<file path="src/ghig_pkg.sv">
// Shared constants and the RN table for the GSM hopping index generator.
`timescale 1ns / 1ps

package ghig_pkg;

	localparam int FN_W   = 22;
	localparam int IDX_W  = 6;
	localparam int OFF_W  = 6;
	localparam int HSN_W  = 6;
	localparam int CNT_W  = 7;
	localparam int CFGA_W = 2;
	localparam int CFGD_W = 7;
	localparam int VAL_W  = 24;

	localparam logic [CFGA_W-1:0] CFG_ALLOC_OFFSET = 2'd0;
	localparam logic [CFGA_W-1:0] CFG_HOP_SEQ      = 2'd1;
	localparam logic [CFGA_W-1:0] CFG_ALLOC_COUNT  = 2'd2;

	localparam logic [10:0] FRAMES_PER_T1 = 11'd1326;
	localparam logic [11:0] RECIP_T1      = 12'd3163;
	localparam logic [4:0]  T2_PERIOD     = 5'd26;
	localparam logic [6:0]  RECIP_T2      = 7'd78;
	localparam logic [5:0]  T3_PERIOD     = 6'd51;
	localparam logic [5:0]  RECIP_T3      = 6'd40;
	localparam logic [6:0]  RN_LAST       = 7'd113;

	localparam logic [6:0] RN_TABLE [0:113] = '{
		7'd48,  7'd98,  7'd63,  7'd1,   7'd36,  7'd95,  7'd78,  7'd102, 7'd94,  7'd73,
		7'd0,   7'd64,  7'd25,  7'd81,  7'd76,  7'd59,  7'd124, 7'd23,  7'd104, 7'd100,
		7'd101, 7'd47,  7'd118, 7'd85,  7'd18,  7'd56,  7'd96,  7'd86,  7'd54,  7'd2,
		7'd80,  7'd34,  7'd127, 7'd13,  7'd6,   7'd89,  7'd57,  7'd103, 7'd12,  7'd74,
		7'd55,  7'd111, 7'd75,  7'd38,  7'd109, 7'd71,  7'd112, 7'd29,  7'd11,  7'd88,
		7'd87,  7'd19,  7'd3,   7'd68,  7'd110, 7'd26,  7'd33,  7'd31,  7'd8,   7'd45,
		7'd82,  7'd58,  7'd40,  7'd107, 7'd32,  7'd5,   7'd106, 7'd92,  7'd62,  7'd67,
		7'd77,  7'd108, 7'd122, 7'd37,  7'd60,  7'd66,  7'd121, 7'd42,  7'd51,  7'd126,
		7'd117, 7'd114, 7'd4,   7'd90,  7'd43,  7'd52,  7'd53,  7'd113, 7'd120, 7'd72,
		7'd16,  7'd49,  7'd7,   7'd79,  7'd119, 7'd61,  7'd22,  7'd84,  7'd9,   7'd97,
		7'd91,  7'd15,  7'd21,  7'd24,  7'd46,  7'd39,  7'd93,  7'd105, 7'd65,  7'd70,
		7'd125, 7'd99,  7'd17,  7'd123
	};

endpackage

</file>
<file path="src/gsm_hopping_index_generator.sv">
// Pipelined GSM mobile allocation index generator.
//
// channel  dir  handshake            payload
// s_       in   s_tvalid/s_tready    s_tdata[21:0] frame_num
// m_       out  m_tvalid/m_tready    m_tdata[5:0]  alloc_index
// cfg_     in   cfg_valid/cfg_ready  cfg_index, cfg_data (0 offset, 1 hsn, 2 count)
//
// One beat per cycle while s_tready is high; each result passes eleven further
// pipeline stages after the one that takes its beat (frame split, RN lookup,
// 24-bit mod-n reduction at six bits a stage) and then the output register.
// All stages advance together; a skid register behind the output register
// absorbs one result, and s_tready falls only while it is full.
// Reset clears valid bits and loads offset 0, hsn 0, count 1.
`timescale 1ns / 1ps

module gsm_hopping_index_generator #(
	parameter int MAX_ALLOC = 64
) (
	input  logic                         clk,
	input  logic                         arst_n,
	input  logic                         s_tvalid,
	output logic                         s_tready,
	input  logic [23:0]                  s_tdata,   // [21:0] frame_num
	output logic                         m_tvalid,
	input  logic                         m_tready,
	output logic [7:0]                   m_tdata,   // [5:0] alloc_index
	input  logic                         cfg_valid,
	output logic                         cfg_ready,
	input  logic [ghig_pkg::CFGA_W-1:0]  cfg_index,
	input  logic [ghig_pkg::CFGD_W-1:0]  cfg_data
);
	import ghig_pkg::*;

	localparam logic [CNT_W-1:0] MaxN = CNT_W'(MAX_ALLOC);

	function automatic logic [5:0] mod_step6(input logic [5:0] rem, input logic [5:0] bits,
			input logic [6:0] n);
		logic [6:0] acc;
		logic [5:0] r;
		r = rem;
		for (int i = 5; i >= 0; i--) begin
			acc = {r, bits[i]};
			if (acc >= n) begin
				acc = acc - n;
			end
			r = acc[5:0];
		end
		return r;
	endfunction

	logic [OFF_W-1:0] alloc_offset_q;
	logic [HSN_W-1:0] hop_seq_number_q;
	logic [CNT_W-1:0] alloc_count_q;
	logic [CNT_W-1:0] n_eff;
	logic [CNT_W-1:0] mask;

	logic en;
	logic v1_s1, v2_s2, v3_s3, v4_s4, v5_s5, v6_s6, v7_s7, v8_s8;
	logic v9_s9, v10_s10, v11_s11, v12_s12;

	logic [FN_W-1:0] fn_s1, fn_s2, fn_s3, fn_s4, fn_s5, fn_s6, fn_s7;
	logic [11:0]     qe_s2, qe_s3;
	logic [21:0]     prod_s3;
	logic [5:0]      t1r_s4, t1r_s5, t1r_s6;
	logic [10:0]     r_s4, r_s5;
	logic [5:0]      qa_s5;
	logic [4:0]      qb_s5;
	logic [4:0]      t2_s6;
	logic [5:0]      t3_s6, t3_s7;
	logic [7:0]      m_s7;
	logic [VAL_W-1:0] val_s8, val_s9, val_s10, val_s11;
	logic [5:0]      rem_s9, rem_s10, rem_s11, rem_s12;

	logic [IDX_W-1:0] out_q, skid_q;
	logic             out_valid_q, skid_valid_q;
	logic             out_free;

	logic [33:0] mul1;
	logic [22:0] mul2;
	logic [21:0] rdiff;
	logic [11:0] r0;
	logic [16:0] mula;
	logic [15:0] mulb;
	logic [10:0] da_full, db_full;
	logic [5:0]  da;
	logic [6:0]  db;
	logic [6:0]  idx, idx_c;
	logic [7:0]  mp, tp;
	logic [8:0]  sel;

	assign n_eff = (alloc_count_q == '0) ? CNT_W'(1) :
		(alloc_count_q > MaxN) ? MaxN : alloc_count_q;
	assign mask = n_eff | (n_eff >> 1) | (n_eff >> 2) | (n_eff >> 3) |
		(n_eff >> 4) | (n_eff >> 5) | (n_eff >> 6);

	assign en        = !skid_valid_q;
	assign s_tready  = en;
	assign cfg_ready = 1'b1;
	assign out_free  = !out_valid_q || m_tready;
	assign m_tvalid  = out_valid_q;
	assign m_tdata   = {2'b00, out_q};

	assign mul1    = 34'(fn_s1) * 34'(RECIP_T1);
	assign mul2    = 23'(qe_s2) * 23'(FRAMES_PER_T1);
	assign rdiff   = fn_s3 - prod_s3;
	assign r0      = rdiff[11:0];
	assign mula    = 17'(r_s4) * 17'(RECIP_T2);
	assign mulb    = 16'(r_s4) * 16'(RECIP_T3);
	assign da_full = r_s5 - 11'(qa_s5 * 11'(T2_PERIOD));
	assign db_full = r_s5 - 11'(qb_s5 * 11'(T3_PERIOD));
	assign da      = da_full[5:0];
	assign db      = db_full[6:0];
	assign idx     = 7'(hop_seq_number_q ^ t1r_s6) + 7'(t3_s6);
	assign idx_c   = (idx > RN_LAST) ? RN_LAST : idx;
	assign mp      = m_s7 & {1'b0, mask};
	assign tp      = {2'b00, t3_s7} & {1'b0, mask};
	assign sel     = (mp < {1'b0, n_eff}) ? {1'b0, mp} : 9'(mp) + 9'(tp);

	always_ff @(posedge clk or negedge arst_n) begin
		if (!arst_n) begin
			alloc_offset_q   <= '0;
			hop_seq_number_q <= '0;
			alloc_count_q    <= CNT_W'(1);
			{v1_s1, v2_s2, v3_s3, v4_s4, v5_s5, v6_s6} <= '0;
			{v7_s7, v8_s8, v9_s9, v10_s10, v11_s11, v12_s12} <= '0;
			out_valid_q  <= 1'b0;
			skid_valid_q <= 1'b0;
		end else begin
			if (cfg_valid) begin
				case (cfg_index)
					CFG_ALLOC_OFFSET: alloc_offset_q   <= cfg_data[OFF_W-1:0];
					CFG_HOP_SEQ:      hop_seq_number_q <= cfg_data[HSN_W-1:0];
					CFG_ALLOC_COUNT:  alloc_count_q    <= cfg_data[CNT_W-1:0];
					default: ;
				endcase
			end
			if (en) begin
				v1_s1   <= s_tvalid;
				v2_s2   <= v1_s1;
				v3_s3   <= v2_s2;
				v4_s4   <= v3_s3;
				v5_s5   <= v4_s4;
				v6_s6   <= v5_s5;
				v7_s7   <= v6_s6;
				v8_s8   <= v7_s7;
				v9_s9   <= v8_s8;
				v10_s10 <= v9_s9;
				v11_s11 <= v10_s10;
				v12_s12 <= v11_s11;
			end
			if (out_free) begin
				if (skid_valid_q) begin
					out_valid_q  <= 1'b1;
					skid_valid_q <= 1'b0;
				end else begin
					out_valid_q <= v12_s12;
				end
			end else if (en && v12_s12) begin
				skid_valid_q <= 1'b1;
			end
		end
	end

	always_ff @(posedge clk) begin
		if (en) begin
			fn_s1   <= s_tdata[FN_W-1:0];
			fn_s2   <= fn_s1;
			qe_s2   <= mul1[33:22];
			fn_s3   <= fn_s2;
			qe_s3   <= qe_s2;
			prod_s3 <= mul2[21:0];
			fn_s4   <= fn_s3;
			if (r0 >= 12'(FRAMES_PER_T1)) begin
				r_s4   <= 11'(r0 - 12'(FRAMES_PER_T1));
				t1r_s4 <= 6'(qe_s3 + 12'd1);
			end else begin
				r_s4   <= r0[10:0];
				t1r_s4 <= qe_s3[5:0];
			end
			fn_s5   <= fn_s4;
			t1r_s5  <= t1r_s4;
			r_s5    <= r_s4;
			qa_s5   <= mula[16:11];
			qb_s5   <= mulb[15:11];
			fn_s6   <= fn_s5;
			t1r_s6  <= t1r_s5;
			t2_s6   <= (da >= 6'(T2_PERIOD)) ? 5'(da - 6'(T2_PERIOD)) : da[4:0];
			t3_s6   <= (db >= 7'(T3_PERIOD)) ? 6'(db - 7'(T3_PERIOD)) : db[5:0];
			fn_s7   <= fn_s6;
			t3_s7   <= t3_s6;
			m_s7    <= 8'(t2_s6) + 8'(RN_TABLE[idx_c]);
			val_s8  <= (hop_seq_number_q == '0) ?
				VAL_W'(fn_s7) + VAL_W'(alloc_offset_q) :
				VAL_W'(sel) + VAL_W'(alloc_offset_q);
			val_s9  <= val_s8;
			rem_s9  <= mod_step6(6'd0, val_s8[23:18], n_eff);
			val_s10 <= val_s9;
			rem_s10 <= mod_step6(rem_s9, val_s9[17:12], n_eff);
			val_s11 <= val_s10;
			rem_s11 <= mod_step6(rem_s10, val_s10[11:6], n_eff);
			rem_s12 <= mod_step6(rem_s11, val_s11[5:0], n_eff);
		end
		if (out_free) begin
			out_q <= skid_valid_q ? skid_q : rem_s12;
		end else if (en && v12_s12) begin
			skid_q <= rem_s12;
		end
	end

endmodule

</file>
<file path="config.mk">
export PLATFORM = sky130hd
export DESIGN_NAME = gsm_hopping_index_generator
export DESIGN_NICKNAME = d
export VERILOG_FILES = /design/src/ghig_pkg.sv /design/src/gsm_hopping_index_generator.sv
export SDC_FILE = /design/constraint.sdc
export NUM_CORES = 1
export LEC_CHECK = 0
export ABC_AREA = 1
export CORE_MARGIN = 2
export CORE_UTILIZATION = 65
export CTS_CLUSTER_DIAMETER = 120
export DETAILED_ROUTE_END_ITERATION = 8
export DONT_BUFFER_PORTS = 1
export GPL_ROUTABILITY_DRIVEN = 1
export HOLD_SLACK_MARGIN = 0.05
export PLACE_DENSITY = 0.78
export SYNTH_ARGS = -nofsm -noshare
export SYNTH_HDL_FRONTEND = slang
export SYNTH_SLANG_ARGS = --single-unit
</file>
<file path="constraint.sdc">
create_clock -name clk -period 17.9 [get_ports clk]
set_input_delay 4.475 -clock clk [delete_from_list [all_inputs] [get_ports clk]]
set_output_delay 4.475 -clock clk [all_outputs]
set_load 0.02 [all_outputs]
</file>
==> results of run 1 <==
==> registers in the layout (all words and copies together), names as in the netlist, 7 cells and up <==
name           cells
alloc_count_q      7
fn_s1             22
fn_s2             22
fn_s3             22
fn_s4             22
fn_s5             22
fn_s6             22
fn_s7             22
m_s7               7
prod_s3           10
qe_s2             11
r_s4              10
val_s10           12
val_s8            23
val_s9            18
==> routing by layer <==
metal,up-vias,global-route usage,part of all wire
li1,11340,-,-
met1,11020,0.3532,0.41
met2,680,0.4995,0.50
met3,190,0.04351,0.055
met4,6,0.1067,0.037
met5,-,0,0.00067
==> cell type report <==
type | count | share of cell area
Multi-Input combinational cell | 2363 | 0.5284
Sequential cell | 376 | 0.3352
Inverter | 595 | 0.06758
Clock buffer | 51 | 0.03358
Tap cell | 615 | 0.02318
Clock inverter | 24 | 0.008706
Timing Repair Buffer | 15 | 0.003392
==> cells in the final DEF, fill, tap and decap left out, types with 11 or more instances in the layout <==
master,Yosys,routed
sky130_fd_sc_hd__nor2_1,128,127
sky130_fd_sc_hd__o211ai_1,11,11
sky130_fd_sc_hd__clkbuf_16,0,42
sky130_fd_sc_hd__or2_2,26,26
sky130_fd_sc_hd__xnor2_1,80,80
sky130_fd_sc_hd__ha_1,419,419
sky130_fd_sc_hd__buf_4,6,15
sky130_fd_sc_hd__nand4_1,53,53
sky130_fd_sc_hd__nor3_1,27,27
sky130_fd_sc_hd__o21ai_1,17,17
sky130_fd_sc_hd__a211oi_1,11,11
sky130_fd_sc_hd__nand2_2,12,12
sky130_fd_sc_hd__a21oi_1,192,192
sky130_fd_sc_hd__xor2_1,106,106
sky130_fd_sc_hd__nand2_1,635,635
sky130_fd_sc_hd__o21ai_0,219,219
sky130_fd_sc_hd__nand3_1,156,156
sky130_fd_sc_hd__edfxtp_1,343,343
sky130_fd_sc_hd__clkinv_1,7,13
sky130_fd_sc_hd__inv_1,582,581
sky130_fd_sc_hd__dfrtp_1,32,32
sky130_fd_sc_hd__fa_1,152,152
==> metrics by stage <==
stage	cell area, um2	hold slack, ps	util
floorplan	31090	400.3	-
global placement	31790	400.4	0.6701
detailed placement	31790	404.5	0.6701
CTS	33200	408.9	0.6997
global route	33200	421.9	0.6997
finish	33200	407.8	0.6997
==> cells in the mapped netlist (all sizes together) (17+ instances only) <==
library cell	number	share of area
xnor2	81	0.023
a21oi	193	0.031
or2	27	0.0054
xor2	106	0.030
edfxtp	343	0.33
nand2	650	0.080
o21ai	238	0.039
ha	419	0.17
buf	18	0.0041
nor3	27	0.0043
dfrtp	32	0.026
inv	588	0.071
nand4	54	0.011
nand3	160	0.027
nor2	135	0.017
clkbuf	17	0.0021
fa	152	0.098
==> critical path, delay by kind of cell, from the launching register on <==
kind	cells	cell delay, ps
AOI/OAI and AO/OA	15	3850
and+or+nand+nor	26	3400
adders and majority gates	6	1880
DFF	1	430
buffers and inverters	9	2020
==> kinds of logic (layout without fill, tap and decap cells) <==
family	Yosys count	after routing	synth area share
and+or+nand+nor	1070	1070	0.1489
buffers and inverters	630	685	0.07813
adders and majority gates	571	571	0.2666
AOI/OAI and AO/OA	530	530	0.09488
DFF	376	376	0.3580
xor gates and xnor gates	187	187	0.05293
other	2	4	0.0002416
muxes	1	1	0.0003623
==> how the worst min path moves through the flow <==
stage | startpoint | to | slack [ps] | cells after the start
after floorplan | fn_s2[0] | fn_s3[0] | 400 | 0
after global placement | t1r_s4[0] | t1r_s5[0] | 400 | 0
after detailed placement | fn_s3[15] | fn_s4[15] | 400 | 0
after CTS | val_s10[1] | val_s11[1] | 410 | 0
after global routing | fn_s5[4] | fn_s6[4] | 420 | 0
final | val_s10[1] | val_s11[1] | 410 | 0
==> results.tsv, run 1 <==
metric	value	unit
status	finished, final reports clean	
Crit path required time	18260	ps
launch point of the worst reg-to-reg path	alloc_count_q[4]	
Fin Setup TNS	0	ps
Post-CTS Setup Inserts	0	
Final setup violation count	0	
predominant post-synthesis flop cell	sky130_fd_sc_hd__edfxtp_1	
ratio of final minimum period to clock period	0.6596	
via count of the routed design	23240	
worst setup slack before clock tree synthesis	6262	ps
cell with the largest stage delay on the worst path	sky130_fd_sc_hd__a21oi_1	
number of different library cells in the post-synthesis netlist	60	
Layout Nets	4001	
post-synthesis cell count	3367	
root buffer cell	sky130_fd_sc_hd__clkbuf_16	
cell area after synthesis	0.03108	mm2
unrepaired setup endpoints after global routing	false	
chip width	222.7	um
DIE HEIGHT	222.7	um
CTS max path bufs	3	
storage element area	0.01113	mm2
Slew HR	0.2852	
antenna violations before repair	3	
post-route worst setup slack	6094	ps
mean instance size in the synthesized netlist	9.231	um2
number of hold buffers added after CTS	0	
count of synthesis-stage warnings from yosys	0	
DRT Wirelength	68730	um
share of async-settable or async-resettable flops after synthesis	0.08777	
Register-to-Register Setup Slack	6090	ps
multi-input combinational cell area	0.01754	mm2
final RePlAce weighted congestion	0.9141	
DRC	0	
sequential element share of the synthesized area	0.3580	
pin count of the biggest net entering global routing	91	
CTS H-tree lvls	2	
area of the core	0.04745	mm2
wire length of the first global-routing pass	113600	um
clock sink count	376	
Tightest Pin Transition	1072	ps
Die Area	0.04958	mm2
Resized Gates After CTS	0	
iteration count of the initial detailed-routing pass	5	
number of diodes added for antenna fixing	0	
Pins Over Slew Limit	0	
clock network latency to the later pin of the worst-skew pair	570	ps
proportion of layout cells with a drive suffix above 1	0.04293	
FF-to-FF End	rem_s10[2]	
path category of the worst min-delay check	reg -> reg	
GRT overflow	0	
total of max-cap violations	0	
via count normalized by instance count	5.755	
initial core utilization	0.6551	
violation count after the first detailed-routing iteration	1746	
Critical path origin	alloc_count_q[4]	
minimum period implied by the final worst setup slack	11810	ps
largest fanout of any net on the critical path	26	
placed cells	3964	
mean routed wirelength per cell	17.02	um
number of cells in the finished layout apart from fillers	4039	
number of fill cells in the layout	3448	
TritonCTS clock tree	yes	
total CTS buffers	41	
global-route total usage across every layer	0.2837	
Crit Path Category	reg -> reg	
IO Pins	49	
area growth from synthesis to final layout	6.807	%
number of failing hold endpoints at the final stage	0	
number of nets still failing antenna checks after routing	0	
number of global-route vias before repair	23550	
highest clock rate	0.08470	GHz
number of core rows	80	
largest clock skew in the final design	13.57	ps
cells on worst reg2reg path	56	
startpoint type of the worst setup path	flop	
largest stage delay on the critical path	600	ps
number of enable-type register cells in the synthesized netlist	343	
type of destination of the critical path	flop	
crit path to	rem_s10[2]	
number of I/O port buffers	0	
clock-pin slew of the registers on the worst-case setup and hold paths	70	ps
Critical Path Most Common Cell	sky130_fd_sc_hd__nand2_1	
Final HPWL DP	51640	um
flip-flop and latch count after synthesis	376	
data arrival at the endpoint of the critical path	12170	ps
Power of run 1 is left out: the tool's default activity adds up to more than one toggle a clock period on the data nets, which glitch-free logic cannot reach.
==> inputs of run 2 (changes only) <==
- CORE_UTILIZATION: 65 -> 60
- PLACE_DENSITY: 0.78 -> 0.76
- clock period: 17.9 -> 10.4 ns (I/O delays scaled with it)
==> results.tsv, run 2 (synthesis results as in run 1) <==
metric	value	unit
number of hold buffers added after CTS	0	
Crit path required time	10720	ps
number of nets still failing antenna checks after routing	0	
DRT Wirelength	69190	um
largest stage delay on the critical path	450	ps
Tightest Pin Transition	842.0	ps
via count of the routed design	23180	
clock sink count	376	
ratio of final minimum period to clock period	0.9284	
type of destination of the critical path	flop	
minimum period implied by the final worst setup slack	9656	ps
largest clock skew in the final design	25.38	ps
startpoint type of the worst setup path	flop	
status	finished, final reports clean	
number of global-route vias before repair	23590	
Slew HR	0.4387	
area of the core	0.05130	mm2
number of failing hold endpoints at the final stage	0	
final RePlAce weighted congestion	0.9303	
Crit Path Category	reg -> reg	
pin count of the biggest net entering global routing	155	
iteration count of the initial detailed-routing pass	6	
mean routed wirelength per cell	16.78	um
CTS H-tree lvls	2	
IO Pins	49	
Buf+Inv Stages, Crit Path	14	
flip-flop count of the largest register, all copies and words added	23	
Pins Over Slew Limit	0	
area growth from synthesis to final layout	8.075	%
wire length of the first global-routing pass	113800	um
commonest non-fill, non-tap cell in the layout	sky130_fd_sc_hd__nand2_1	
Critical Path Most Common Cell	sky130_fd_sc_hd__nand2_1	
clock-pin slew of the registers on the worst-case setup and hold paths	70	ps
proportion of layout cells with a drive suffix above 1	0.06330	
clock network latency to the later pin of the worst-skew pair	580	ps
most frequent cells in the layout	631 x sky130_fd_sc_hd__nand2_1, 573 x sky130_fd_sc_hd__inv_1, 419 x sky130_fd_sc_hd__ha_1	
antenna violations before repair	3	
number of core rows	83	
via count normalized by instance count	5.620	
path category of the worst min-delay check	reg -> reg	
total CTS buffers	39	
chip width	231.6	um
CTS max path bufs	3	
data arrival at the endpoint of the critical path	9970	ps
violation count after the first detailed-routing iteration	1732	
DRC	0	
highest clock rate	0.1036	GHz
total of max-cap violations	0	
DIE HEIGHT	231.6	um
Final HPWL DP	53130	um
TritonCTS clock tree	yes	
largest fanout of any net on the critical path	12	
Biggest register	val_s8	
cell with the largest stage delay on the worst path	sky130_fd_sc_hd__dfrtp_1	
global-route total usage across every layer	0.2629	
Final setup violation count	0	
number of diodes added for antenna fixing	0	
initial core utilization	0.6059	
GRT overflow	0	
kind of cell adding the most delay to the critical path	simple AND/OR/NAND/NOR gates	
Layout Nets	4022	
number of I/O port buffers	0	
Die Area	0.05364	mm2
final core area utilization	0.6548	
root buffer cell	sky130_fd_sc_hd__clkbuf_16	
==> run 2: cell types whose count changed in the layout (fill, tap and decap cells not counted), moves of 10 or more <==
| cell | change |
|---|---|
| sky130_fd_sc_hd__o21ai_0 | -33 |
| sky130_fd_sc_hd__o21ai_1 | +25 |
| sky130_fd_sc_hd__buf_4 | +17 |
| sky130_fd_sc_hd__clkinv_1 | -13 |
| sky130_fd_sc_hd__nand3_1 | -12 |
| sky130_fd_sc_hd__nand3_2 | +11 |
| sky130_fd_sc_hd__inv_2 | +10 |
==> run 2: metrics by stage <==
stage	cells	worst slack [ps]	setup TNS [ps]	hold WS, ps	instance area (um2)
2_1_floorplan	3369	366.4	0	400.3	31100
5_1_grt	4124	-101.6	-519.7	413.9	33590
6_report	4124	744.5	0	413.3	33590
4_1_cts	4113	19.45	0	410.4	33340
3_3_place_gp	4041	307.2	0	400.9	31980
3_5_place_dp	4041	12.84	0	404.5	31980
==> run 2: per-layer routing <==
| layer | global-route usage | wire length [um] | vias up |
|---|---|---|---|
| met1 | 0.3276 | 29180 | 11020 |
| met3 | 0.03752 | 3351 | 169 |
| li1 | - | - | 11370 |
| met2 | 0.4727 | 34620 | 607 |
| met4 | 0.07973 | 1999 | 6 |
| met5 | 0 | 47 | - |
==> run 2: worst reg2reg max path: cells and delay by family (launching register included) <==
kind                       cells  cell delay [ps]
and+or+nand+nor               25             3190
AOI/OAI and AO/OA             11             2230
adders and majority gates      6             1850
buffers and inverters         14             1700
DFF                            1              450
==> run 2: what timing repair did <==
item                       in CTS  in global routing
pin swaps                       0                  7
cloned                          0                  5
buffers inserted                0                  6
setup endpoints to repair       2                 24
resized for setup               2                 84
==> run 2: area by class of cell <==
class	instances	area, um2
Clock buffer	54	1124
Multi-Input combinational cell	2364	17710
Clock inverter	18	235.2
Tap cell	680	850.8
Timing Repair Buffer	33	260.3
Inverter	595	2261
Timing Repair inverter	4	27.53
Fill cell	4029	17710
Sequential cell	376	11130
==> run 2: worst paths after layout <==
path	from	endpoint	slack [ps]	cells after the start
hold / removal	fn_s4[5]	fn_s5[5]	410	0
hold reg to reg	fn_s4[5]	fn_s5[5]	410	0
min in group asynchronous	arst_n	v2_s2	1720	0
max in group asynchronous	arst_n	alloc_count_q[0]	8480	0
setup / recovery	alloc_count_q[3]	rem_s12[1]	740	56
setup reg to reg	alloc_count_q[3]	rem_s12[1]	740	56
Power of run 2 is left out for the same reason.
